File: src/hw/rtl/fsqrt_pkg.sv
// Package: shared types and constants for the single-precision square root
package fsqrt_pkg;

  localparam int unsigned WordWidth = 32;
  localparam int unsigned RootBits  = 25;  // 24 mantissa bits plus round bit
  localparam int unsigned RemWidth  = 27;
  localparam logic [31:0] QnanDefault = 32'h7FC0_0000;
  localparam logic [31:0] QuietBit    = 32'h0040_0000;

  typedef enum logic [2:0] {
    ST_IDLE,
    ST_NORM,
    ST_ROOT,
    ST_ROUND,
    ST_OUT
  } state_t;

  // control from sequencer to the recurrence unit
  typedef struct packed {
    logic load;
    logic step;
  } rec_ctrl_t;

endpackage

File: src/hw/rtl/fsqrt_rec.sv
// Restoring digit-recurrence square root: one root bit per step
module fsqrt_rec (
  input  logic                              clk,
  input  fsqrt_pkg::rec_ctrl_t              ctrl,
  input  logic [24:0]                       mant,   // radicand mantissa, < 2^25
  output logic [fsqrt_pkg::RootBits-1:0]    root,
  output logic                              sticky
);

  // partial remainder, remaining radicand bits (two per step), root so far
  logic [fsqrt_pkg::RemWidth-1:0] rem;
  logic [49:0]                    rad;
  logic [fsqrt_pkg::RootBits-1:0] q;
  logic [fsqrt_pkg::RemWidth-1:0] trial;
  logic [fsqrt_pkg::RemWidth-1:0] shifted;

  always_comb begin
    shifted = {rem[fsqrt_pkg::RemWidth-3:0], rad[49:48]};
    trial   = shifted - {q, 2'b01};
  end

  always_ff @(posedge clk) begin
    if (ctrl.load) begin
      rem <= '0;
      rad <= {mant, 25'd0};
      q   <= '0;
    end else if (ctrl.step) begin
      rad <= {rad[47:0], 2'b00};
      if (shifted >= {q, 2'b01}) begin
        rem <= trial;
        q   <= {q[fsqrt_pkg::RootBits-2:0], 1'b1};
      end else begin
        rem <= shifted;
        q   <= {q[fsqrt_pkg::RootBits-2:0], 1'b0};
      end
    end
  end

  assign root   = q;
  assign sticky = (rem != '0);

endmodule

File: src/hw/rtl/float_square_root.sv
// Top level: sequencer, unpacking, rounding and packing of the square root
// Square root of one binary32 value, round to nearest even. A transaction
// is accepted, then normalised: no shift for a normal input with even
// exponent, one shift with odd exponent; subnormals shift until the leading
// bit is set, plus one if the exponent is then odd (one shift a cycle).
// Then come the one-bit-a-step recurrence for all 25 root bits, a rounding
// state and an output state that presents the result. Specials (NaN, zeros,
// infinity, negatives) go from normalisation straight to the output state.
// The block takes one transaction at a time; the result is held until taken.
module float_square_root (
  input  logic        clk,
  input  logic        rst,
  input  logic        in_valid,
  output logic        in_stall,
  input  logic [31:0] radicand_bits,
  output logic        out_valid,
  input  logic        out_stall,
  output logic [31:0] root_bits,
  output logic        invalid_flag
);

  fsqrt_pkg::state_t    state, state_next;
  fsqrt_pkg::rec_ctrl_t rctl;

  logic [24:0] m;
  logic [9:0]  e;        // signed unbiased exponent
  logic [4:0]  cnt;
  logic [31:0] res;
  logic        inv;
  logic        special;
  logic [fsqrt_pkg::RootBits-1:0] q;
  logic        sticky;
  logic [9:0]  e_half;
  logic [31:0] packed_r;

  fsqrt_rec u_rec (.clk(clk), .ctrl(rctl), .mant(m), .root(q), .sticky(sticky));

  assign in_stall     = (state != fsqrt_pkg::ST_IDLE);
  assign out_valid    = (state == fsqrt_pkg::ST_OUT);
  assign root_bits    = res;
  assign invalid_flag = inv;

  always_ff @(posedge clk) begin
    if (rst) state <= fsqrt_pkg::ST_IDLE;
    else     state <= state_next;
  end

  always_comb begin
    state_next = state;
    rctl       = '0;
    case (state)
      fsqrt_pkg::ST_IDLE: if (in_valid) state_next = fsqrt_pkg::ST_NORM;
      fsqrt_pkg::ST_NORM: begin
        if (special) state_next = fsqrt_pkg::ST_OUT;
        else if ((m[24] || m[23]) && !e[0]) begin
          rctl.load  = 1'b1;
          state_next = fsqrt_pkg::ST_ROOT;
        end
      end
      fsqrt_pkg::ST_ROOT: begin
        rctl.step = 1'b1;
        if (cnt == 5'd24) state_next = fsqrt_pkg::ST_ROUND;
      end
      fsqrt_pkg::ST_ROUND: state_next = fsqrt_pkg::ST_OUT;
      fsqrt_pkg::ST_OUT:   if (!out_stall) state_next = fsqrt_pkg::ST_IDLE;
      default:             state_next = fsqrt_pkg::ST_IDLE;
    endcase
  end

  // odd exponent: double the mantissa; result exponent is floor(e/2)
  always_comb begin
    e_half   = {e[9], e[9:1]} + 10'd127;
    packed_r = {1'b0, e_half[7:0], q[23:1]};
    if (q[0] && (sticky || q[1])) packed_r = packed_r + 32'd1;
  end

  always_ff @(posedge clk) begin
    case (state)
      fsqrt_pkg::ST_IDLE: if (in_valid) begin
        inv     <= 1'b0;
        special <= 1'b1;
        res     <= radicand_bits;
        m       <= {1'b0, (radicand_bits[30:23] != 8'd0), radicand_bits[22:0]};
        e       <= (radicand_bits[30:23] == 8'd0) ? -10'sd126
                   : {2'b00, radicand_bits[30:23]} - 10'd127;
        if (radicand_bits[30:23] == 8'hFF && radicand_bits[22:0] != '0)
          res <= radicand_bits | fsqrt_pkg::QuietBit;
        else if (radicand_bits[30:0] == '0) res <= radicand_bits;
        else if (radicand_bits[31]) begin
          res <= fsqrt_pkg::QnanDefault;
          inv <= 1'b1;
        end else if (radicand_bits[30:23] == 8'hFF) res <= radicand_bits;
        else special <= 1'b0;
      end
      fsqrt_pkg::ST_NORM: begin
        cnt <= '0;
        if (!special) begin
          if (!(m[24] || m[23])) begin
            m <= {m[23:0], 1'b0};
            e <= e - 10'd1;
          end else if (e[0]) begin
            m <= {m[23:0], 1'b0};
            e <= e - 10'd1;
          end
        end
      end
      fsqrt_pkg::ST_ROOT:  cnt <= cnt + 5'd1;
      fsqrt_pkg::ST_ROUND: res <= packed_r;
      default: ;
    endcase
  end

`ifndef SYNTHESIS
  a_inv_nan: assert property (@(posedge clk) disable iff (rst)
    out_valid && invalid_flag |-> root_bits == fsqrt_pkg::QnanDefault)
    else $error("invalid without default NaN");
  a_no_accept_busy: assert property (@(posedge clk) disable iff (rst)
    state == fsqrt_pkg::ST_ROOT |-> in_stall && !out_valid)
    else $error("busy overlap");
  a_root_len: assert property (@(posedge clk) disable iff (rst)
    $rose(state == fsqrt_pkg::ST_ROUND) |-> $past(cnt) == 5'd24)
    else $error("recurrence length");
`endif

endmodule

File: config.mk
export PLATFORM = sky130hd
export DESIGN_NAME = float_square_root
export DESIGN_NICKNAME = d
export VERILOG_FILES = /design/src/hw/rtl/fsqrt_pkg.sv /design/src/hw/rtl/fsqrt_rec.sv /design/src/hw/rtl/float_square_root.sv
export SDC_FILE = /design/constraint.sdc
export NUM_CORES = 1
export LEC_CHECK = 0
export BUFFER_PORTS_ARGS = -buffer_cell sky130_fd_sc_hd__clkbuf_2
export CAP_MARGIN = 20
export CORE_AREA = 2 2 137 139
export CTS_CLUSTER_DIAMETER = 150
export DETAILED_ROUTE_END_ITERATION = 7
export DIE_AREA = 0 0 139 141
export PLACE_DENSITY = 0.77
export SYNTH_ARGS = -nofsm -noshare
export SYNTH_HDL_FRONTEND = slang
export SYNTH_SLANG_ARGS = --single-unit
File: constraint.sdc
create_clock -name clk -period 6.2 [get_ports clk]
set_input_delay 0.93 -clock clk [delete_from_list [all_inputs] [get_ports clk]]
set_output_delay 0.93 -clock clk [all_outputs]
set_load 0.01 [all_outputs]
# Word level (Yosys, flattened, before mapping)
# Cells that the tools add are included.
# W data, S select, Z words.
[word_totals]
reg_bits = 154
latch_bits = 0
mem_bits_rw = 0
mem_bits_ro = 0
inputBits = 36
n_memories = 0
[classes]
addsub = 6
multipliers = 0
div_mod_pow = 0
order_cmp = 1
n_eq_ne = 12
shifts = 0
n_mux = 34
bitwise_logic = 0
n_reduce_logical = 24
[ops]
columns = ["cell", "count"]
rows = [
  ["$mux W32", 4],
  ["$mux W25", 4],
  ["$mux W50", 2],
  ["$pmux W32 S2", 1],
  ["$mux W10", 5],
  ["$pmux W25 S2", 1],
  ["$add A31 B1 Y32 const B", 1],
  ["$logic_not A31 Y1", 1],
  ["$mux W31", 1],
  ["$ge A27 B27 Y1", 1],
  ["$mux W27", 1],
  ["$reduce_bool A27 Y1", 1],
  ["$sub A27 B27 Y27", 1],
  ["$reduce_bool A23 Y1", 1],
  ["$pmux W10 S2", 1],
  ["$mux W3", 5],
  ["$pmux W3 S5", 1],
  ["$pmux W5 S2", 1],
  ["$sub A10 B1 Y10 const B", 1],
  ["$sub A8 B7 Y9 const B", 1],
  ["$add A8 B8 Y8 const B", 1],
  ["$eq A8 B8 Y1 const B", 1],
  ["$logic_not A8 Y1", 1],
  ["$ne A2 B2 Y1 const B", 4],
  ["19 further kinds", 35],
]

# Longest topological paths before layout
# Gate-level depths: netlist of run 1.
[logic_depth]
depth_word = 6
depth_mapped = 12
mapped_depth_nobuf = 10

# By module
# A second synthesis of run 1 with hierarchy kept.
[unflattened]
hier_cells = 957
area_unflattened_um2 = 9226.3
[modules_own_cells]
columns = ["module", "n_inst", "cells_each", "area_each_um2"]
rows = [
  ["fsqrt_rec", 1, 508, 4703.3],
  ["float_square_root", 1, 449, 4523.1],
]

# Worst setup path before layout of run 1
# OpenSTA, ideal clock, no wires.
[synth_timing]
kind = "input-to-reg"
from = "in in_valid"
to = "reg e[1] (enable)"
setup_ps = 474
t_arrival_ps = 3623
t_required_ps = 5726
slack_ps = 2103
stages = 3
path_cell_list = "nand3b_1 -> o21ai_0 -> a21boi_0"
[synth_via]
elab_chain_cells = 2
[synth_lines]
columns = ["element", "line", "rtl"]
rows = [
  ["from (decl)", "float_square_root.sv:13", "input logic in_valid,"],
  ["$ne A2 B2 Y1 (no source line)", "n/a", ""],
  ["$reduce_and A4 Y1 (no source line)", "n/a", ""],
  ["to (signal assigned)", "float_square_root.sv:84", "e <= (radicand_bits[30:23] == 8'd0) ? -10'sd126"],
  ["to (signal assigned)", "float_square_root.sv:100", "e <= e - 10'd1;"],
  ["to (signal assigned)", "float_square_root.sv:103", "e <= e - 10'd1;"],
  ["to (decl)", "float_square_root.sv:26", "logic [9:0] e;"],
]
# Every way passes these cells.
# A chain may end at the register's enable or synchronous reset.

# Worst setup path in the final report of run 1
[layout_timing]
from = "reg u_rec.q (netlist bit u_rec.root[15])"
to = "reg u_rec.rem[26] (netlist name)"
[layout_via]
elab_chain_cells = 2
[layout_lines]
columns = ["element", "line", "rtl"]
rows = [
  ["from (decl)", "fsqrt_rec.sv:13", "logic [fsqrt_pkg::RootBits-1:0] q;"],
  ["from (signal assigned)", "fsqrt_rec.sv:31", "q <= {q[fsqrt_pkg::RootBits-2:0], 1'b1};"],
  ["from (signal assigned)", "fsqrt_rec.sv:34", "q <= {q[fsqrt_pkg::RootBits-2:0], 1'b0};"],
  ["$sub A27 B27 Y27 or $ge A27 B27 Y1 (tied branches)", "fsqrt_rec.sv:19, fsqrt_rec.sv:29", ""],
  ["$mux W27 (*)", "fsqrt_rec.sv:29", "if (shifted >= {q, 2'b01}) begin"],
  ["to (signal assigned)", "fsqrt_rec.sv:30", "rem <= trial;"],
  ["to (signal assigned)", "fsqrt_rec.sv:33", "rem <= shifted;"],
  ["to (decl)", "fsqrt_rec.sv:11", "logic [fsqrt_pkg::RemWidth-1:0] rem;"],
]
# Mark *: on every way between the ends. The rest lies on a longest branch, timed or not.

==> metrics.log, run 1 <==
[metrics] count of inserted antenna diode cells: 0
[metrics] synthesized area divided by synthesized cell count: between 8 and 9 sq um
[metrics] multi-input gate area in the final layout: 4560 sq um
[metrics] class of the tightest hold or removal check: reg2reg
[metrics] final instance area: 10200 sq um
[metrics] worst-path maximum fanout: 14
[metrics] Avg Vias per Cell: 5.91
[metrics] number of core rows: 50
[metrics] CTS tree: built
[metrics] final-layout setup total negative slack: 0 ns
[metrics] sequential element share of the synthesized area: 0.452
[metrics] portion of synthesized cell area occupied by the leading cell type: 0.329
[metrics] Post-Place Cell Area: 9520 sq um
[metrics] first-pass GRT wire length: around 37000 um
[metrics] horizontal die dimension: 139 um
[metrics] hold_buf cts: 0
[metrics] fraction of final layout cells with drive strength greater than 1: 0.120
[metrics] CTS root buf: clkbuf_16
[metrics] outcome: completed
[metrics] Fill cells: approximately 1.6k
[metrics] top-level port count: 71
[metrics] arrival time reported for the critical path endpoint: between 3 and 4 ns
[metrics] transition time of the tightest slew-check pin: 0.801 ns
[metrics] number of synthesized flops with an enable pin: 98
[metrics] total of flip-flops plus latches after synthesis: 153
[metrics] initial antenna violation count: 0
[metrics] fraction of the cycle the final worst path needs: 0.557
[metrics] via count of the routed design: 7773
[metrics] maximum clock skew at final layout: 0.0105 ns
[metrics] Global Route Usage Sum: 0.232
[metrics] top flip-flop cell by instance count after synthesis: edfxtp_1
[metrics] data required time of the critical path: ~6.5 ns
[metrics] depth of the CTS H-tree: 4
[metrics] cell count after synthesis: between 1k and 1.5k
[metrics] CTS clk-pin slew, worst paths: approximately 0.07 ns
[metrics] cts bufs inserted: 17
[metrics] remaining antenna violation count after routing: 0
[metrics] CP Capture Type: flip-flop
[metrics] number of setup violations in the final report: 0
[metrics] Max clock buf depth: 2
[metrics] gp weighted congestion: ~0.9
[metrics] remaining max-slew budget at the tightest pin: 0.462
[metrics] Post-synth ARST share: 0
[metrics] syn_nets: about 1.1k
[metrics] Sink Count: between 150 and 200
[metrics] initial standard-cell utilization of the core: 0.490
[metrics] Port Buffer Count: 70
[metrics] Hold Violations, Final: 0
[metrics] summed instance area of the synthesized netlist: 8950 sq um
[metrics] number of nets at the end of the flow: 1140
[metrics] area grow syn2layout: 13.6%
[metrics] power density cells: 521 nW/um^2
[metrics] first-iteration detailed-routing DRC count: approximately 730
[metrics] Synth area leader: edfxtp_1
[metrics] standby leakage power: just over 4 nW
[metrics] CORE AREA: 18300 sq um
[metrics] setup repair after global routing missed its margin: no
[metrics] met1 Usage GRT: 0.305
[metrics] final wirelength: 22700 um
[metrics] YS warnings: 0
[metrics] most utilized layer in the global route result: met2
[metrics] Peak Freq: 0.289 GHz
[metrics] sequential cell area: 4040 sq um
[metrics] met2 routing resource usage after global routing: 0.388
[metrics] post-detailed-placement half-perimeter wirelength: 16300 um
[metrics] number of post-CTS setup repair buffers: 0
[metrics] post-synth cell types: 64
[metrics] critical setup path kind: reg2reg
[metrics] number of maximum-capacitance violations: 0
[metrics] peak supply drop: 0.328 mV
[metrics] area enclosed by the die boundary: 19600 sq um
[metrics] later-pin clock latency in the skew report: 0.43 ns
[metrics] Resized cells post-CTS: 0
[metrics] number of global-route vias before repair: ~7.3k
[metrics] gr ovfl total: 0
[metrics] pin count of the biggest net entering global routing: 62
[metrics] Final Max Tran Viols: 0
[metrics] Die Ht: between 100 and 150 um
[metrics] CP startpoint kind: flip-flop
[metrics] synth top area cells: edfxtp_1 33%, dfxtp_1 12%, nand2_1 10%, ha_1 5.0%, xnor2_1 5.0%
[metrics] clock period minus final worst setup slack: around 3.5 ns
[metrics] DRC violations left: 0
[metrics] GR met3 Demand/Resource: 0.0479
[metrics] length of the first detailed-routing pass in iterations: 5
[metrics] post-detailed-route wirelength per cell: 17.3 um
area by class of cell:
type | count | share of cell area
Tap cell | 234 | 0.0288
Multi-Input combinational cell | 772 | 0.449
Inverter | 40 | 0.0148
Clock inverter | 15 | 0.0177
Sequential cell | 153 | 0.398
Timing Repair Buffer | 84 | 0.0499
Clock buffer | 17 | 0.0419
cells in the final DEF (no fill, tap or decap), types with 5 or more instances in the layout:
master / Yosys / routed
and4_1: 6 / 6
clkbuf_2: 1 / 70
edfxtp_1: 98 / 98
clkbuf_16: 0 / 17
and3_1: 7 / 7
and2_1: 10 / 11
nor4_1: 15 / 15
or3_1: 5 / 5
a21oi_1: 40 / 39
buf_4: 0 / 10
xor2_1: 16 / 16
nand3_1: 57 / 57
nor3_1: 18 / 17
nor2b_1: 9 / 8
o211ai_1: 19 / 19
xnor2_1: 51 / 51
nand2b_1: 9 / 9
dfxtp_1: 55 / 55
a21o_1: 10 / 10
o21ai_0: 51 / 51
a2bb2oi_1: 6 / 6
nand2_1: 244 / 244
o31ai_1: 7 / 7
nor2_1: 37 / 37
ha_1: 36 / 36
o22ai_1: 27 / 27
inv_1: 40 / 40
nand4_1: 34 / 34
inv_6: 0 / 5
routing by layer:
metal	vias to the layer above	routed length, um
li1	3773	-
met1	3671	9950
met2	289	10900
met3	40	1490
met4	0	408
met5	-	0
flip-flops by register name (all words and copies together) (netlist names):
signal and count:
special 1, u_rec.root 25, root_bits 32, u_rec.rem 27, u_rec.rad 25, cnt 5
invalid_flag 1, m 25, state 3, e 9
stage by stage:
| stage | util | cells | hold WS, ns | setup WS (ns) | power [mW] |
|---|---|---|---|---|---|
| floorplan | - | 1019 | 0.444 | 2.10 | 3.44 |
| global placement | 0.519 | 1279 | 0.457 | 2.74 | 4.00 |
| detailed placement | 0.521 | 1281 | 0.472 | 2.67 | 4.12 |
| CTS | 0.554 | 1313 | 0.486 | 2.63 | 5.19 |
| global route | 0.556 | 1315 | 0.507 | 2.58 | 5.61 |
| finish | 0.556 | 1315 | 0.484 | 2.74 | 5.29 |
Yosys cell counts (3+ instances only):
library cell	n
nor4_1	15
inv_1	40
a41oi_1	4
o22ai_1	27
nand2_1	244
a21boi_0	3
nor3_1	18
nor3b_1	4
edfxtp_1	98
nor2_1	37
clkbuf_1	43
o21a_1	4
a32o_1	3
and3_1	7
xnor2_1	51
dfxtp_1	55
and4_1	6
buf_2	8
nor2b_1	9
o211ai_1	19
or3_1	5
o31ai_1	7
a21o_1	10
a2bb2oi_1	6
xor2_1	16
nand3_1	57
o211a_1	3
nand2b_1	9
ha_1	36
o21ai_1	3
and2_1	10
nand4_1	34
o21ai_0	51
a21oi_1	40
final timing paths:
check / start / end / slack, ns / cells past startpoint
max: u_rec.root[15]$_SDFFE_PP0P_ / u_rec.rem[26]$_SDFFE_PP0P_ / 2.74 / 8
min: u_rec.root[12]$_SDFFE_PP0P_ / u_rec.root[12]$_SDFFE_PP0P_ / 0.48 / 2
max reg2reg: u_rec.root[15]$_SDFFE_PP0P_ / u_rec.rem[26]$_SDFFE_PP0P_ / 2.74 / 8
min reg2reg: u_rec.root[12]$_SDFFE_PP0P_ / u_rec.root[12]$_SDFFE_PP0P_ / 0.48 / 2
where the power goes:
group / leakage [nW] / total [mW] / internal [mW] / switching [mW]
combinational: 2.41 / 2.88 / 1.06 / 1.82
sequential: 1.37 / 1.35 / 1.23 / 0.118
clock: 0.295 / 1.06 / 0.609 / 0.453
cells by family after synthesis:
| kind of cell | share of synthesized area |
|---|---|
| compound gates | 0.149 |
| xor+xnor | 0.0656 |
| simple gates | 0.240 |
| buf+inv | 0.0407 |
| fa+ha+maj | 0.0503 |
| mux | 0.00238 |
| flops | 0.452 |
worst max-delay path, cell delays in order (launching register included):
cell and delay, ns:
dfxtp_1 0.45, inv_1 0.14, ha_1 0.47, nand4_1 0.21
or4_1 0.52, o41ai_2 0.45, a21o_1 0.54, o21ai_1 0.31
o211ai_1 0.26
Power figures use the tool's default switching activity.
==> run 2, diff against run 1 <==
--- a/config.mk
+++ b/config.mk
@@ -5,13 +5,14 @@
 export SDC_FILE = /design/constraint.sdc
 export NUM_CORES = 1
 export LEC_CHECK = 0
+export ABC_AREA = 1
 export BUFFER_PORTS_ARGS = -buffer_cell sky130_fd_sc_hd__clkbuf_2
 export CAP_MARGIN = 20
-export CORE_AREA = 2 2 137 139
+export CORE_AREA = 2 2 148 150
 export CTS_CLUSTER_DIAMETER = 150
 export DETAILED_ROUTE_END_ITERATION = 7
-export DIE_AREA = 0 0 139 141
-export PLACE_DENSITY = 0.77
+export DIE_AREA = 0 0 150 152
+export PLACE_DENSITY = 0.79
 export SYNTH_ARGS = -nofsm -noshare
 export SYNTH_HDL_FRONTEND = slang
 export SYNTH_SLANG_ARGS = --single-unit
==> constraint.sdc (replaced) <==
create_clock -name clk -period 3 [get_ports clk]
set_input_delay 0.45 -clock clk [delete_from_list [all_inputs] [get_ports clk]]
set_output_delay 0.45 -clock clk [all_outputs]
set_load 0.01 [all_outputs]
==> run 2 against run 1 <==
Net effect: cell count grew 38%; critical path depth grew 6; clock power grew 120%; critical path type unchanged; largest power group unchanged; highest routed layer unchanged.
==> metrics.log, run 2 <==
[metrics] PnR Total Power: 14.1 mW
[metrics] number of global-route vias before repair: ~9.5k
[metrics] worst-path maximum fanout: 22
[metrics] remaining antenna violation count after routing: 0
[metrics] most frequent cells in the layout: 444 x nand2_1, 262 x inv_1, 123 x nand3_1
[metrics] XOR/XNOR share of the synthesized area: 0.0337
[metrics] post-detailed-route wirelength per cell: 15.6 um
[metrics] Final Max Tran Viols: 0
[metrics] area grow syn2layout: 12.3%
[metrics] standby leakage power: 5.69 nW
[metrics] number of post-CTS setup repair buffers: 0
[metrics] final-layout setup total negative slack: 0 ns
[metrics] Sink Count: ~150
[metrics] CORE AREA: approximately 21000 sq um
[metrics] Avg Vias per Cell: between 5 and 6
[metrics] Port Buffer Count: 70
[metrics] final wirelength: 28400 um
[metrics] Global Route Usage Sum: 0.253
[metrics] Peak Freq: 0.406 GHz
[metrics] Resized cells post-CTS: 0
[metrics] Post-synth ARST share: 0
[metrics] depth of the CTS H-tree: 4
[metrics] clock period minus final worst setup slack: approximately 2.5 ns
[metrics] peak supply drop: 0.728 mV
[metrics] count of inserted antenna diode cells: 0
[metrics] portion of synthesized cell area occupied by the leading cell type: 0.283
[metrics] number of setup violations in the final report: 0
[metrics] arrival time reported for the critical path endpoint: between 2 and 3 ns
[metrics] transition time of the tightest slew-check pin: 0.792 ns
[metrics] fraction of final layout cells with drive strength greater than 1: 0.105
[metrics] number of core rows: 54
[metrics] combinational family with the most area after synthesis: simple AND/OR/NAND/NOR gates
[metrics] total of flip-flops plus latches after synthesis: 153
[metrics] class of the tightest hold or removal check: in2reg
[metrics] Max clock buf depth: 2
[metrics] final instance area: ~12000 sq um
[metrics] sequential element share of the synthesized area: 0.389
[metrics] fraction of the mapped netlist area in compound gates: 0.0723
[metrics] gr ovfl total: 0
[metrics] pin count of the biggest net entering global routing: 50
[metrics] synthesized area divided by synthesized cell count: 7.11 sq um
[metrics] post-synthesis share of cell area spent on and, or, nand and nor gates: 0.323
[metrics] family of cells with the greatest summed delay on the critical path: simple AND/OR/NAND/NOR gates
[metrics] startpoint of the most critical hold path: rst
[metrics] Most Frequent Cell on Critical Path: nand2_1
[metrics] Die Ht: 152 um
[metrics] data required time of the critical path: ~3.4 ns
[metrics] cts bufs inserted: 17
[metrics] area enclosed by the die boundary: 22800 sq um
[metrics] DRC violations left: 0
[metrics] CP startpoint kind: flip-flop
[metrics] CTS tree: built
[metrics] adder and majority cell fraction of the synthesized area: 0.0433
[metrics] length of the first detailed-routing pass in iterations: 6
[metrics] YS warnings: 0
[metrics] first-iteration detailed-routing DRC count: 801
[metrics] fraction of the cycle the final worst path needs: 0.821
[metrics] max FFs per register: 32
[metrics] critical setup path kind: reg2reg
[metrics] cell count after synthesis: 1463
[metrics] later-pin clock latency in the skew report: between 0.4 and 0.5 ns
[metrics] cell with the most instances after synthesis: nand2_1
[metrics] number of synthesized flops with an enable pin: 98
[metrics] number of maximum-capacitance violations: 0
[metrics] remaining max-slew budget at the tightest pin: 0.471
[metrics] slowest CP cell: dfxtp_1
[metrics] setup repair after global routing missed its margin: no
[metrics] outcome: completed
[metrics] Worst path max stage delay: roughly 0.47 ns
[metrics] start point of the critical path: u_rec.root[16]$_SDFFE_PP0P_
[metrics] syn_nets: 1535
[metrics] summed instance area of the synthesized netlist: 10400 sq um
[metrics] Synth area leader: edfxtp_1
[metrics] maximum clock skew at final layout: around 0.016 ns
[metrics] number of placed cells counting well taps: between 1.5k and 2k
[metrics] number of nets at the end of the flow: around 1.6k
[metrics] Post-Place Cell Area: 11000 sq um
[metrics] flop-to-flop setup slack: 0.54 ns
[metrics] post-synth cell types: 43
[metrics] synth top area cells: edfxtp_1 28%, nand2_1 16%, dfxtp_1 11%, inv_1 9.5%, nand3_1 5.9%
[metrics] multiplexer area fraction after synthesis: 0.0217
[metrics] most frequent standard cell in the layout excluding fill and tap cells: nand2_1
[metrics] initial standard-cell utilization of the core: 0.487
[metrics] synth cell count leaders: 444 x nand2_1, 262 x inv_1, 123 x nand3_1
[metrics] first-pass GRT wire length: 45800 um
[metrics] Final Instance Count excl. Fillers: approximately 1.8k
[metrics] top flip-flop cell by instance count after synthesis: edfxtp_1
[metrics] power density cells: 1210 nW/um^2
[metrics] Hold Violations, Final: 0
[metrics] initial antenna violation count: 0
[metrics] reg2reg start: u_rec.root[16]$_SDFFE_PP0P_
[metrics] CTS root buf: clkbuf_16
[metrics] ordered list of cells on the worst path: inv_1, ha_1, nand2_1, inv_1, nand2_1, nand2_1, inv_1, nand2_1, a21oi_4, nand3_2, buf_12, nand2_1, nand2_1, o21bai_2
[metrics] hold_buf cts: 0
[metrics] CP Capture Type: flip-flop
[metrics] CTS clk-pin slew, worst paths: 0.06 ns
[metrics] gp weighted congestion: 0.986
[metrics] top-level port count: 71
[metrics] post-detailed-placement half-perimeter wirelength: 21300 um
[metrics] horizontal die dimension: about 150 um
[metrics] via count of the routed design: 9988
[metrics] Fill cells: approximately 2k
[metrics] total buffers and inverters traversed by the critical path: 4
-- run 2: per-stage QoR --
step / worst slack (ns) / hold WS (ns) / utilization
after floorplan: 0.187 / 0.426 / -
after global placement: 0.606 / 0.437 / 0.517
after detailed placement: 0.600 / 0.442 / 0.517
after CTS: 0.581 / 0.210 / 0.547
after global routing: 0.339 / 0.217 / 0.547
final: 0.536 / 0.218 / 0.547
-- run 2: metal layers --
metal	wire (um)	track usage	part of all wire
met5	0	0	0
met3	2270	0.0456	0.080
met4	1190	0.124	0.042
met1	11500	0.310	0.40
met2	13500	0.424	0.47
-- run 2: final timing paths --
kind                                     end  cells after the start
setup / recovery  u_rec.rem[15]$_SDFFE_PP0P_                     14
hold / removal         state[2]$_SDFFE_PP0P_                      2
setup reg to reg  u_rec.rem[15]$_SDFFE_PP0P_                     14
hold reg to reg   u_rec.rem[26]$_SDFFE_PP0P_                      2
-- run 2: final cells by class --
type | count | area (sq um) | share of cell area
inverters | 271 | 1020 | 0.0871
multi-input cells | 998 | 5150 | 0.441
well taps | 280 | 350 | 0.0300
clock buffers | 17 | 425 | 0.0364
clock inverters | 15 | 205 | 0.0176
repair buffers | 86 | 483 | 0.0414
flip-flops and latches | 153 | 4040 | 0.346
-- run 2: power by group --
group | leakage (nW) | internal [mW] | switching, mW
combinational | 4.00 | 2.76 | 5.62
sequential | 1.38 | 3.04 | 0.405
clock | 0.309 | 1.34 | 0.967
total | 5.69 | 7.14 | 7.00
-- run 2: cells by family after synthesis --
logic type      after synthesis
xor+xnor                     40
flops                       153
simple gates                773
mux                          20
buf+inv                     312
compound gates              129
fa+ha+maj                    36
